===== config.mk =====
export PLATFORM = sky130hd
export DESIGN_NAME = raycast_wall_column_span
export DESIGN_NICKNAME = d
export VERILOG_FILES = /design/src/hw/rtl/rwcs_pkg.sv /design/src/hw/rtl/raycast_wall_column_span.sv /design/src/hw/rtl/rwcs_cos_corr.sv /design/src/hw/rtl/rwcs_div_stage.sv /design/src/hw/rtl/rwcs_divider.sv
export SDC_FILE = /design/constraint.sdc
export NUM_CORES = 2
export LEC_CHECK = 0
export BUFFER_PORTS_ARGS = -buffer_cell sky130_fd_sc_hd__buf_2
export CAP_MARGIN = 20
export CORE_ASPECT_RATIO = 0.7
export CORE_MARGIN = 2
export CORE_UTILIZATION = 43
export DETAILED_ROUTE_END_ITERATION = 7
export PLACE_DENSITY_LB_ADDON = 0.05
export REMOVE_ABC_BUFFERS = 1
export SETUP_SLACK_MARGIN = 0.5
export SYNTH_ARGS = -nofsm -noshare
export SYNTH_HDL_FRONTEND = slang
export SYNTH_HIERARCHICAL = 1
export SYNTH_SLANG_ARGS = --single-unit

===== constraint.sdc =====
create_clock -name aclk -period 159.1 [get_ports aclk]
set_input_delay 47.73 -clock aclk [delete_from_list [all_inputs] [get_ports aclk]]
set_output_delay 47.73 -clock aclk [all_outputs]
set_load 0.03 [all_outputs]

===== src/hw/rtl/rwcs_pkg.sv =====
// ----------------------------------------------------------------------------
// rwcs_pkg
// Shared constants, codes and types for the raycast wall column span block.
// ----------------------------------------------------------------------------
package rwcs_pkg;

    // defaults for the top-level parameters
    localparam int SCREEN_HEIGHT_DEF = 512;
    localparam int ANGLE_BITS_DEF    = 12;

    // field widths
    localparam int COLUMN_W  = 10;
    localparam int DIST_W    = 24;
    localparam int HEAD_W    = 12;
    localparam int ROW_W     = 10;
    localparam int COLOR_W   = 24;
    localparam int SCALE_W   = 32;
    localparam int CORR_W    = 24;
    localparam int DIVISOR_W = CORR_W + 1;
    localparam int COS_W     = 15;
    localparam int PHASE_W   = 16;
    localparam int CFG_IDX_W = 3;

    // cosine polynomial, Q14
    localparam logic [14:0] COS_A   = 15'd25736;
    localparam logic [13:0] COS_B   = 14'd10512;
    localparam logic [10:0] COS_C   = 11'd1160;
    localparam logic [14:0] ONE_Q14 = 15'd16384;

    // phase range where cosine is zero or negative
    localparam logic [PHASE_W-1:0] PHASE_Q1 = 16'h4000;
    localparam logic [PHASE_W-1:0] PHASE_Q3 = 16'hC000;

    // register reset values
    localparam logic [SCALE_W-1:0] SCALE_RST       = 32'd4843140;
    localparam logic [COLOR_W-1:0] COLOR_WEST_RST  = 24'h808080;
    localparam logic [COLOR_W-1:0] COLOR_EAST_RST  = 24'hFFFF00;
    localparam logic [COLOR_W-1:0] COLOR_SOUTH_RST = 24'h00FF00;
    localparam logic [COLOR_W-1:0] COLOR_NORTH_RST = 24'hFF0000;

    typedef enum logic [CFG_IDX_W-1:0] {
        CFG_PROJ_SCALE  = 3'd0,
        CFG_COLOR_WEST  = 3'd1,
        CFG_COLOR_EAST  = 3'd2,
        CFG_COLOR_SOUTH = 3'd3,
        CFG_COLOR_NORTH = 3'd4
    } cfg_index_t;

    typedef enum logic [1:0] {
        FACE_WEST  = 2'd0,
        FACE_EAST  = 2'd1,
        FACE_SOUTH = 2'd2,
        FACE_NORTH = 2'd3
    } facing_t;

    // fields that ride along the pipeline untouched
    typedef struct packed {
        logic [COLUMN_W-1:0] column;
        facing_t             facing;
    } span_side_t;

endpackage


===== src/hw/rtl/raycast_wall_column_span.sv =====
// ----------------------------------------------------------------------------
// raycast_wall_column_span
// One ray hit per screen column in, one clamped wall span with color out.
// ----------------------------------------------------------------------------
// Input stream (s_*): one transaction per column carries the column, raw hit
// distance, ray and player headings in tdata and the grid side in tuser.
// Output stream (m_*): one transaction per input, in order, with column, top
// row, bottom row and color in tdata and the face code in tuser.
// Configuration: cfg_wr_en writes cfg_wdata to register cfg_index in the same
// cycle (projection scale, then west/east/south/north colors). The user must
// write only while no transaction is in flight; the block does not check.
// Pipeline: six cosine/correction stages, the divider's range-check stage
// plus one stage per quotient bit, and the output register.
// Throughput: one transaction per clock while m_tready stays high; every
// stage holds a valid bit and loads when it is empty or its successor loads,
// so a stalled receiver fills the empty stages before s_tready drops.
// Nothing is lost or repeated.
// Reset (aresetn low, synchronous) empties the pipeline and loads the
// register defaults.
// ----------------------------------------------------------------------------
module raycast_wall_column_span #(
    parameter int SCREEN_HEIGHT = rwcs_pkg::SCREEN_HEIGHT_DEF,
    parameter int ANGLE_BITS    = rwcs_pkg::ANGLE_BITS_DEF
) (
    input  logic                             aclk,
    input  logic                             aresetn,
    // tdata: column[9:0], hit_distance[33:10], ray_heading[45:34],
    //        player_heading[57:46], zero pad[63:58]
    input  logic                             s_tvalid,
    output logic                             s_tready,
    input  logic [63:0]                      s_tdata,
    // tuser: side_flag[0]
    input  logic [0:0]                       s_tuser,
    // tdata: column_out[9:0], wall_top[19:10], wall_bottom[29:20],
    //        wall_color[53:30], zero pad[55:54]
    output logic                             m_tvalid,
    input  logic                             m_tready,
    output logic [55:0]                      m_tdata,
    // tuser: facing[1:0]
    output logic [1:0]                       m_tuser,
    input  logic                             cfg_wr_en,
    input  logic [rwcs_pkg::CFG_IDX_W-1:0]   cfg_index,
    input  logic [rwcs_pkg::SCALE_W-1:0]     cfg_wdata
);

    localparam int QW = $clog2(SCREEN_HEIGHT + 1);
    localparam logic [QW-1:0] MID_ROW = QW'(SCREEN_HEIGHT / 2);
    localparam logic [QW-1:0] LOW_ROW = QW'(SCREEN_HEIGHT - SCREEN_HEIGHT / 2);
    localparam logic [QW-1:0] H_ROW   = QW'(SCREEN_HEIGHT);
    localparam int CLW = rwcs_pkg::COLOR_W;
    localparam int RWW = rwcs_pkg::ROW_W;

    // configuration registers
    logic [rwcs_pkg::SCALE_W-1:0] scale_reg;
    logic [CLW-1:0] color_west_reg, color_east_reg, color_south_reg, color_north_reg;

    always_ff @(posedge aclk) begin
        if (!aresetn) begin
            scale_reg       <= rwcs_pkg::SCALE_RST;
            color_west_reg  <= rwcs_pkg::COLOR_WEST_RST;
            color_east_reg  <= rwcs_pkg::COLOR_EAST_RST;
            color_south_reg <= rwcs_pkg::COLOR_SOUTH_RST;
            color_north_reg <= rwcs_pkg::COLOR_NORTH_RST;
        end else if (cfg_wr_en) begin
            unique case (rwcs_pkg::cfg_index_t'(cfg_index))
                rwcs_pkg::CFG_PROJ_SCALE:  scale_reg       <= cfg_wdata;
                rwcs_pkg::CFG_COLOR_WEST:  color_west_reg  <= cfg_wdata[CLW-1:0];
                rwcs_pkg::CFG_COLOR_EAST:  color_east_reg  <= cfg_wdata[CLW-1:0];
                rwcs_pkg::CFG_COLOR_SOUTH: color_south_reg <= cfg_wdata[CLW-1:0];
                rwcs_pkg::CFG_COLOR_NORTH: color_north_reg <= cfg_wdata[CLW-1:0];
                default: ;
            endcase
        end
    end

    // front end: fish-eye correction
    logic                         cc_valid, cc_ready;
    rwcs_pkg::span_side_t         cc_side;
    logic [rwcs_pkg::CORR_W-1:0]  cc_corr;

    rwcs_cos_corr #(
        .ANGLE_BITS (ANGLE_BITS)
    ) u_cos_corr (
        .aclk         (aclk),
        .aresetn      (aresetn),
        .in_valid     (s_tvalid),
        .in_ready     (s_tready),
        .in_column    (s_tdata[9:0]),
        .in_dist      (s_tdata[33:10]),
        .in_ray       (s_tdata[45:34]),
        .in_player    (s_tdata[57:46]),
        .in_side_flag (s_tuser[0]),
        .out_valid    (cc_valid),
        .out_ready    (cc_ready),
        .out_side     (cc_side),
        .out_corr     (cc_corr)
    );

    // half height
    logic                  dv_valid, dv_ready;
    rwcs_pkg::span_side_t  dv_side;
    logic [QW-1:0]         dv_half;
    logic                  dv_full;

    rwcs_divider #(
        .QW (QW)
    ) u_divider (
        .aclk      (aclk),
        .aresetn   (aresetn),
        .in_valid  (cc_valid),
        .in_ready  (cc_ready),
        .in_side   (cc_side),
        .in_corr   (cc_corr),
        .scale     (scale_reg),
        .out_valid (dv_valid),
        .out_ready (dv_ready),
        .out_side  (dv_side),
        .out_half  (dv_half),
        .out_full  (dv_full)
    );

    // output register: clamp and color select
    logic                        m_tvalid_reg;
    logic [rwcs_pkg::COLUMN_W-1:0] column_reg;
    logic [RWW-1:0]              top_reg, bottom_reg;
    logic [CLW-1:0]              color_reg, color_next;
    rwcs_pkg::facing_t           facing_reg;
    logic [QW-1:0]               top_next, bottom_next;

    always_comb begin
        top_next    = (dv_full || dv_half >= MID_ROW) ? '0 : MID_ROW - dv_half;
        bottom_next = (dv_full || dv_half >= LOW_ROW) ? H_ROW : MID_ROW + dv_half;
        case (dv_side.facing)
            rwcs_pkg::FACE_WEST:  color_next = color_west_reg;
            rwcs_pkg::FACE_EAST:  color_next = color_east_reg;
            rwcs_pkg::FACE_SOUTH: color_next = color_south_reg;
            default:              color_next = color_north_reg;
        endcase
    end

    assign dv_ready = !m_tvalid_reg || m_tready;

    always_ff @(posedge aclk) begin
        if (!aresetn) begin
            m_tvalid_reg <= 1'b0;
        end else if (dv_ready) begin
            m_tvalid_reg <= dv_valid;
        end
    end

    always_ff @(posedge aclk) begin
        if (dv_ready) begin
            column_reg <= dv_side.column;
            top_reg    <= RWW'(top_next);
            bottom_reg <= RWW'(bottom_next);
            color_reg  <= color_next;
            facing_reg <= dv_side.facing;
        end
    end

    assign m_tvalid = m_tvalid_reg;
    assign m_tdata  = {2'b00, color_reg, bottom_reg, top_reg, column_reg};
    assign m_tuser  = facing_reg;

endmodule


===== src/hw/rtl/rwcs_cos_corr.sv =====
// ----------------------------------------------------------------------------
// rwcs_cos_corr
// Fish-eye correction: angle difference, polynomial cosine and distance
// multiply in six register stages, one multiplier in each of stages 2 to 6.
// ----------------------------------------------------------------------------
module rwcs_cos_corr #(
    parameter int ANGLE_BITS = rwcs_pkg::ANGLE_BITS_DEF
) (
    input  logic                            aclk,
    input  logic                            aresetn,
    input  logic                            in_valid,
    output logic                            in_ready,
    input  logic [rwcs_pkg::COLUMN_W-1:0]   in_column,
    input  logic [rwcs_pkg::DIST_W-1:0]     in_dist,
    input  logic [rwcs_pkg::HEAD_W-1:0]     in_ray,
    input  logic [rwcs_pkg::HEAD_W-1:0]     in_player,
    input  logic                            in_side_flag,
    output logic                            out_valid,
    input  logic                            out_ready,
    output rwcs_pkg::span_side_t            out_side,
    output logic [rwcs_pkg::CORR_W-1:0]     out_corr
);

    localparam int PW = rwcs_pkg::PHASE_W;
    localparam int CW = rwcs_pkg::COS_W;
    localparam int DW = rwcs_pkg::DIST_W;
    localparam logic [ANGLE_BITS-1:0] QTR  = ANGLE_BITS'(1) << (ANGLE_BITS - 2);
    localparam logic [ANGLE_BITS-1:0] HALF = ANGLE_BITS'(2) << (ANGLE_BITS - 2);
    localparam logic [ANGLE_BITS-1:0] QTR3 = ANGLE_BITS'(3) << (ANGLE_BITS - 2);

    // stage valids and ready chain
    logic st1_vld_reg, st2_vld_reg, st3_vld_reg, st4_vld_reg, st5_vld_reg, st6_vld_reg;
    logic rdy1, rdy2, rdy3, rdy4, rdy5, rdy6;

    // stage 1: angle fold
    logic [ANGLE_BITS-1:0]     ray_a, ply_a, diff;
    logic [PW-1:0]             phase, fold, s_full;
    logic                      zero_next;
    logic [CW-1:0]             s_next;
    rwcs_pkg::span_side_t      side_next;
    rwcs_pkg::span_side_t      st1_side_reg;
    logic [DW-1:0]             st1_dist_reg;
    logic                      st1_zero_reg;
    logic [CW-1:0]             st1_s_reg;

    // stage 2: s^2
    logic [2*CW-1:0]           sq_prod;
    rwcs_pkg::span_side_t      st2_side_reg;
    logic [DW-1:0]             st2_dist_reg;
    logic                      st2_zero_reg;
    logic [CW-1:0]             st2_s_reg;
    logic [CW-1:0]             st2_sq_reg;

    // stage 3: t1 = B - C*s2
    logic [25:0]               c_prod;
    logic [13:0]               t1_next;
    rwcs_pkg::span_side_t      st3_side_reg;
    logic [DW-1:0]             st3_dist_reg;
    logic                      st3_zero_reg;
    logic [CW-1:0]             st3_s_reg;
    logic [CW-1:0]             st3_sq_reg;
    logic [13:0]               st3_t1_reg;

    // stage 4: t2 = A - t1*s2
    logic [28:0]               t1_prod;
    logic [CW-1:0]             t2_next;
    rwcs_pkg::span_side_t      st4_side_reg;
    logic [DW-1:0]             st4_dist_reg;
    logic                      st4_zero_reg;
    logic [CW-1:0]             st4_s_reg;
    logic [CW-1:0]             st4_t2_reg;

    // stage 5: cos = s*t2, clamped
    logic [2*CW-1:0]           cos_prod;
    logic [CW:0]               cos_raw;
    logic [CW-1:0]             cos_next;
    rwcs_pkg::span_side_t      st5_side_reg;
    logic [DW-1:0]             st5_dist_reg;
    logic [CW-1:0]             st5_cos_reg;

    // stage 6: corrected distance
    logic [DW+CW-1:0]          corr_prod;
    rwcs_pkg::span_side_t      st6_side_reg;
    logic [rwcs_pkg::CORR_W-1:0] st6_corr_reg;

    assign rdy6     = !st6_vld_reg || out_ready;
    assign rdy5     = !st5_vld_reg || rdy6;
    assign rdy4     = !st4_vld_reg || rdy5;
    assign rdy3     = !st3_vld_reg || rdy4;
    assign rdy2     = !st2_vld_reg || rdy3;
    assign rdy1     = !st1_vld_reg || rdy2;
    assign in_ready = rdy1;

    always_comb begin
        ray_a  = ANGLE_BITS'(in_ray);
        ply_a  = ANGLE_BITS'(in_player);
        diff   = ray_a - ply_a;
        phase  = PW'(diff) << (PW - ANGLE_BITS);
        // quarter turn or more away: cosine not positive
        zero_next = (phase >= rwcs_pkg::PHASE_Q1) && (phase <= rwcs_pkg::PHASE_Q3);
        fold   = phase[PW-1] ? (PW'(0) - phase) : phase;
        s_full = PW'(rwcs_pkg::ONE_Q14) - fold;
        s_next = s_full[CW-1:0];
        side_next.column = in_column;
        if (!in_side_flag) begin
            side_next.facing = (ray_a >= QTR && ray_a <= QTR3) ?
                               rwcs_pkg::FACE_WEST : rwcs_pkg::FACE_EAST;
        end else begin
            side_next.facing = (ray_a <= HALF) ? rwcs_pkg::FACE_SOUTH : rwcs_pkg::FACE_NORTH;
        end
    end

    always_comb begin
        sq_prod   = st1_s_reg * st1_s_reg;
        c_prod    = rwcs_pkg::COS_C * st2_sq_reg;
        t1_next   = rwcs_pkg::COS_B - c_prod[25:14];
        t1_prod   = st3_t1_reg * st3_sq_reg;
        t2_next   = rwcs_pkg::COS_A - t1_prod[28:14];
        cos_prod  = st4_s_reg * st4_t2_reg;
        cos_raw   = cos_prod[2*CW-1:14];
        if (st4_zero_reg) begin
            cos_next = '0;
        end else if (cos_raw > (CW+1)'(rwcs_pkg::ONE_Q14)) begin
            cos_next = rwcs_pkg::ONE_Q14;
        end else begin
            cos_next = cos_raw[CW-1:0];
        end
        corr_prod = st5_dist_reg * st5_cos_reg;
    end

    always_ff @(posedge aclk) begin
        if (!aresetn) begin
            st1_vld_reg <= 1'b0;
            st2_vld_reg <= 1'b0;
            st3_vld_reg <= 1'b0;
            st4_vld_reg <= 1'b0;
            st5_vld_reg <= 1'b0;
            st6_vld_reg <= 1'b0;
        end else begin
            if (rdy1) st1_vld_reg <= in_valid;
            if (rdy2) st2_vld_reg <= st1_vld_reg;
            if (rdy3) st3_vld_reg <= st2_vld_reg;
            if (rdy4) st4_vld_reg <= st3_vld_reg;
            if (rdy5) st5_vld_reg <= st4_vld_reg;
            if (rdy6) st6_vld_reg <= st5_vld_reg;
        end
    end

    always_ff @(posedge aclk) begin
        if (rdy1) begin
            st1_side_reg <= side_next;
            st1_dist_reg <= in_dist;
            st1_zero_reg <= zero_next;
            st1_s_reg    <= s_next;
        end
        if (rdy2) begin
            st2_side_reg <= st1_side_reg;
            st2_dist_reg <= st1_dist_reg;
            st2_zero_reg <= st1_zero_reg;
            st2_s_reg    <= st1_s_reg;
            st2_sq_reg   <= sq_prod[28:14];
        end
        if (rdy3) begin
            st3_side_reg <= st2_side_reg;
            st3_dist_reg <= st2_dist_reg;
            st3_zero_reg <= st2_zero_reg;
            st3_s_reg    <= st2_s_reg;
            st3_sq_reg   <= st2_sq_reg;
            st3_t1_reg   <= t1_next;
        end
        if (rdy4) begin
            st4_side_reg <= st3_side_reg;
            st4_dist_reg <= st3_dist_reg;
            st4_zero_reg <= st3_zero_reg;
            st4_s_reg    <= st3_s_reg;
            st4_t2_reg   <= t2_next;
        end
        if (rdy5) begin
            st5_side_reg <= st4_side_reg;
            st5_dist_reg <= st4_dist_reg;
            st5_cos_reg  <= cos_next;
        end
        if (rdy6) begin
            st6_side_reg <= st5_side_reg;
            // product stays below 2^38
            st6_corr_reg <= corr_prod[37:14];
        end
    end

    assign out_valid = st6_vld_reg;
    assign out_side  = st6_side_reg;
    assign out_corr  = st6_corr_reg;

endmodule


===== src/hw/rtl/rwcs_div_stage.sv =====
// ----------------------------------------------------------------------------
// rwcs_div_stage
// One restoring-division stage: resolves quotient bit BIT.
// ----------------------------------------------------------------------------
module rwcs_div_stage #(
    parameter int QW  = 10,
    parameter int BIT = 0
) (
    input  logic                              aclk,
    input  logic                              aresetn,
    input  logic                              in_valid,
    output logic                              in_ready,
    input  rwcs_pkg::span_side_t              in_side,
    input  logic [rwcs_pkg::SCALE_W-1:0]      in_rem,
    input  logic [rwcs_pkg::DIVISOR_W-1:0]    in_divisor,
    input  logic [QW-1:0]                     in_quot,
    input  logic                              in_full,
    output logic                              out_valid,
    input  logic                              out_ready,
    output rwcs_pkg::span_side_t              out_side,
    output logic [rwcs_pkg::SCALE_W-1:0]      out_rem,
    output logic [rwcs_pkg::DIVISOR_W-1:0]    out_divisor,
    output logic [QW-1:0]                     out_quot,
    output logic                              out_full
);

    localparam int RW   = rwcs_pkg::SCALE_W;
    localparam int EXTW = (rwcs_pkg::DIVISOR_W + QW > RW) ? rwcs_pkg::DIVISOR_W + QW : RW;

    logic                         vld_reg;
    rwcs_pkg::span_side_t         side_reg;
    logic [RW-1:0]                rem_reg, rem_next;
    logic [rwcs_pkg::DIVISOR_W-1:0] divisor_reg;
    logic [QW-1:0]                quot_reg, quot_next;
    logic                         full_reg;
    logic [EXTW-1:0]              shifted, rem_ext;
    logic                         fits;

    assign in_ready = !vld_reg || out_ready;

    always_comb begin
        shifted   = EXTW'(in_divisor) << BIT;
        rem_ext   = EXTW'(in_rem);
        fits      = rem_ext >= shifted;
        rem_next  = fits ? RW'(rem_ext - shifted) : in_rem;
        quot_next = in_quot;
        quot_next[BIT] = fits;
    end

    always_ff @(posedge aclk) begin
        if (!aresetn) begin
            vld_reg <= 1'b0;
        end else if (in_ready) begin
            vld_reg <= in_valid;
        end
    end

    always_ff @(posedge aclk) begin
        if (in_ready) begin
            side_reg    <= in_side;
            rem_reg     <= rem_next;
            divisor_reg <= in_divisor;
            quot_reg    <= quot_next;
            full_reg    <= in_full;
        end
    end

    assign out_valid   = vld_reg;
    assign out_side    = side_reg;
    assign out_rem     = rem_reg;
    assign out_divisor = divisor_reg;
    assign out_quot    = quot_reg;
    assign out_full    = full_reg;

endmodule


===== src/hw/rtl/rwcs_divider.sv =====
// ----------------------------------------------------------------------------
// rwcs_divider
// Pipelined half-height divider: scale / (2 * corr), one quotient bit per
// stage. Quotients that reach 2^QW, and a zero divisor, flag a full wall.
// ----------------------------------------------------------------------------
module rwcs_divider #(
    parameter int QW = 10
) (
    input  logic                            aclk,
    input  logic                            aresetn,
    input  logic                            in_valid,
    output logic                            in_ready,
    input  rwcs_pkg::span_side_t            in_side,
    input  logic [rwcs_pkg::CORR_W-1:0]     in_corr,
    input  logic [rwcs_pkg::SCALE_W-1:0]    scale,
    output logic                            out_valid,
    input  logic                            out_ready,
    output rwcs_pkg::span_side_t            out_side,
    output logic [QW-1:0]                   out_half,
    output logic                            out_full
);

    localparam int RW = rwcs_pkg::SCALE_W;
    localparam int DV = rwcs_pkg::DIVISOR_W;

    logic                  vld_w  [QW+1];
    logic                  rdy_w  [QW+1];
    rwcs_pkg::span_side_t  side_w [QW+1];
    logic [RW-1:0]         rem_w  [QW+1];
    logic [DV-1:0]         dvs_w  [QW+1];
    logic [QW-1:0]         quot_w [QW+1];
    logic                  full_w [QW+1];

    // entry stage: divisor and range check
    logic                  vld_reg;
    rwcs_pkg::span_side_t  side_reg;
    logic [RW-1:0]         rem_reg;
    logic [DV-1:0]         dvs_reg, dvs_next;
    logic                  full_reg, full_next;

    always_comb begin
        dvs_next  = {in_corr, 1'b0};
        // quotient >= 2^QW  <=>  floor(scale / 2^QW) >= divisor
        full_next = (in_corr == '0) || ((scale >> QW) >= RW'(dvs_next));
    end

    assign in_ready = !vld_reg || rdy_w[0];

    always_ff @(posedge aclk) begin
        if (!aresetn) begin
            vld_reg <= 1'b0;
        end else if (in_ready) begin
            vld_reg <= in_valid;
        end
    end

    always_ff @(posedge aclk) begin
        if (in_ready) begin
            side_reg <= in_side;
            rem_reg  <= scale;
            dvs_reg  <= dvs_next;
            full_reg <= full_next;
        end
    end

    assign vld_w[0]  = vld_reg;
    assign side_w[0] = side_reg;
    assign rem_w[0]  = rem_reg;
    assign dvs_w[0]  = dvs_reg;
    assign quot_w[0] = '0;
    assign full_w[0] = full_reg;

    for (genvar k = 0; k < QW; k++) begin : g_bit
        rwcs_div_stage #(
            .QW  (QW),
            .BIT (QW - 1 - k)
        ) u_stage (
            .aclk        (aclk),
            .aresetn     (aresetn),
            .in_valid    (vld_w[k]),
            .in_ready    (rdy_w[k]),
            .in_side     (side_w[k]),
            .in_rem      (rem_w[k]),
            .in_divisor  (dvs_w[k]),
            .in_quot     (quot_w[k]),
            .in_full     (full_w[k]),
            .out_valid   (vld_w[k+1]),
            .out_ready   (rdy_w[k+1]),
            .out_side    (side_w[k+1]),
            .out_rem     (rem_w[k+1]),
            .out_divisor (dvs_w[k+1]),
            .out_quot    (quot_w[k+1]),
            .out_full    (full_w[k+1])
        );
    end

    assign rdy_w[QW] = out_ready;
    assign out_valid = vld_w[QW];
    assign out_side  = side_w[QW];
    assign out_half  = quot_w[QW];
    assign out_full  = full_w[QW];

endmodule


==> impl_results.md <==
- Status: completed
- # H-tree levels: 4
- Slowest cell delay on critical path: 620 ps
- I/O pins: 165
- Worst-skew pair later-pin latency: 800 ps
- Post-CTS Setup Inserts: 0
- Final ANT Viol Nets: 0
- Setup CP Type: in -> out
- Sum Neg Setup Slack: 0 ps
- Max stage delay cell, worst path: nand2b_4
- Fin area: 97,300 µm²
- Number of global-route vias before repair: 57,800
- Core Area: 206,000 µm²
- Total die area: 211,000 µm²
- Critical Path Sink Type: primary output
- Unrepaired setup endpoints after global routing: false
- Clock sink count: 1,306
- Via count: 58,100
- Post-layout net count: 9,548
- Fin cells: 11,000
- Max_cap viols: 0
- Per-cell routed wire length: 20.4 µm
- Vias/cell: 5.29
- Global-route wire length before repair: 348 mm
- Min Hold Slack: 382 ps
- Worst slew pin tran: 1160 ps
- Placer congestion estimate: 0.856
- Met2 Usage GRT: 0.312
- P&R area growth vs syn: 9.07%
- Final Hold Vio Count: 0
- Clock tree from TritonCTS: done
- Skew final: 66.3 ps
- Clock Path Buffers: 4
- Iteration-0 DRC Markers: 3,953
- Largest net degree at the start of global routing: 88
- Initial Utilization: 0.434
- Startpoint class of the critical path: input port
- Root buffer cell: clkbuf_16
- 1st-pass router iterations: 5
- Dpl cell area: 92,700 µm²
- Share of layout cells above drive strength 1: 0.0831
- Rows: 139
- Drt drc: 0
- Clk slew on worst S/H paths: 60 ps
- Final Slew Violations: 0
- Remaining Overflow, GRT: 0
- Global-route usage over all layers: 0.213
- M3 GR Usage: 0.0362
- Synth Instances: 8,051
- Fmax: 0.00988 GHz
- DP Wirelength: 173 mm
- Cells along the critical path: buf_2, nand2b_4, nand2b_1, buf_4, nand2b_4, nand2b_4, nand2b_4, nand2b_4, nand2b_4, nand2b_4, nand2b_4, nand2b_4, nand2b_4, nand2b_4, nor2b_1, and3_1, and2_1, nand3_2, buf_2
- Inserted Clock Buffers: 147
- Cts hold-fix bufs: 0
- IO buf count: 156
- Syn. warnings: 6
- Post-layout minimum cycle time: 101,250 ps
- Maximum fanout along the worst path: 42
- Max reg flops: 288
- Number of antenna violations at the first check in global routing: 27
- Req. time, crit path: 111,370 ps
- Post_cts resized: 0
- Most common cell on crit path: nand2b_4
- Placed cells: 10,700
- Buf/Inv on CP: 3
- Max_slew headroom: 0.225
- CP delay by family, top: simple AND/OR/NAND/NOR gates
- Post-Route WL: 224 mm
- Hold Path Class: reg -> reg
- Final worst-path cycle share: 0.636
- Grt met1 use: 0.327
- Mapped Area: 89,200 µm²
- Critical path arrival: 53,520 ps
- Syn Area/Cell: 11.1 µm²
- Die height: 385 µm
- Setup violators final: 0
- Gr busiest metal: met1
- Die X-Extent: 548 µm
-- area by class of cell --
type | count | area (µm²)
inverters | 1096 | 4120
clock buffers | 186 | 3940
multi-input cells | 5357 | 46100
flip-flops and latches | 1306 | 37800
repair buffers | 216 | 1260
fillers | 19000 | 108000
clock inverters | 70 | 633
diodes | 8 | 20.0
well taps | 2749 | 3440
-- worst paths after layout --
path	startpoint	endpoint	slack (ps)	depth (start not counted)
max	m_tready	s_tready	57850	19
min	u_divider/side_reg[11]	u_divider/g_bit[0].u_stage/out_side[11]	380	0
max reg2reg	u_cos_corr/st3_t1_reg[4]	u_cos_corr/st4_t2_reg[14]	151320	27
min reg2reg	u_divider/side_reg[11]	u_divider/g_bit[0].u_stage/out_side[11]	380	0
-- through the flow --
| step | utilization | worst slack, ps |
|---|---|---|
| final | 0.473 | 57850 |
| after global routing | 0.473 | 57400 |
| after CTS | 0.473 | 57710 |
| after detailed placement | 0.451 | 57710 |
| after global placement | 0.451 | 57810 |
| after floorplan | - | 39340 |
-- routing by layer --
metal  routed length [µm]  part of all wire
met1               112000              0.50
met2                94100              0.42
met3                12200             0.055
met4                 5680             0.025
met5                   45           0.00020
-- layout by cell type (no fill, tap or decap), types with 34 or more instances in the layout --
cell type,n
nand2_1,936
o21ai_0,181
a211oi_1,34
xor2_1,126
fa_1,631
o21ai_1,36
nand4_1,57
nand2b_1,43
buf_2,155
a31oi_1,39
dfxtp_1,146
nor2_1,355
buf_4,59
o21a_1,68
o211ai_1,39
a21boi_1,84
clkbuf_16,149
nand3_1,124
ha_1,688
a21o_1,122
edfxtp_1,1160
inv_1,1086
nor3_1,82
and2_1,423
xnor2_1,187
nor2b_1,36
a21oi_1,375
o21bai_1,42
Power is not shown: default switching activity piles up to over one toggle a cycle in this logic, so the estimate is an artifact.
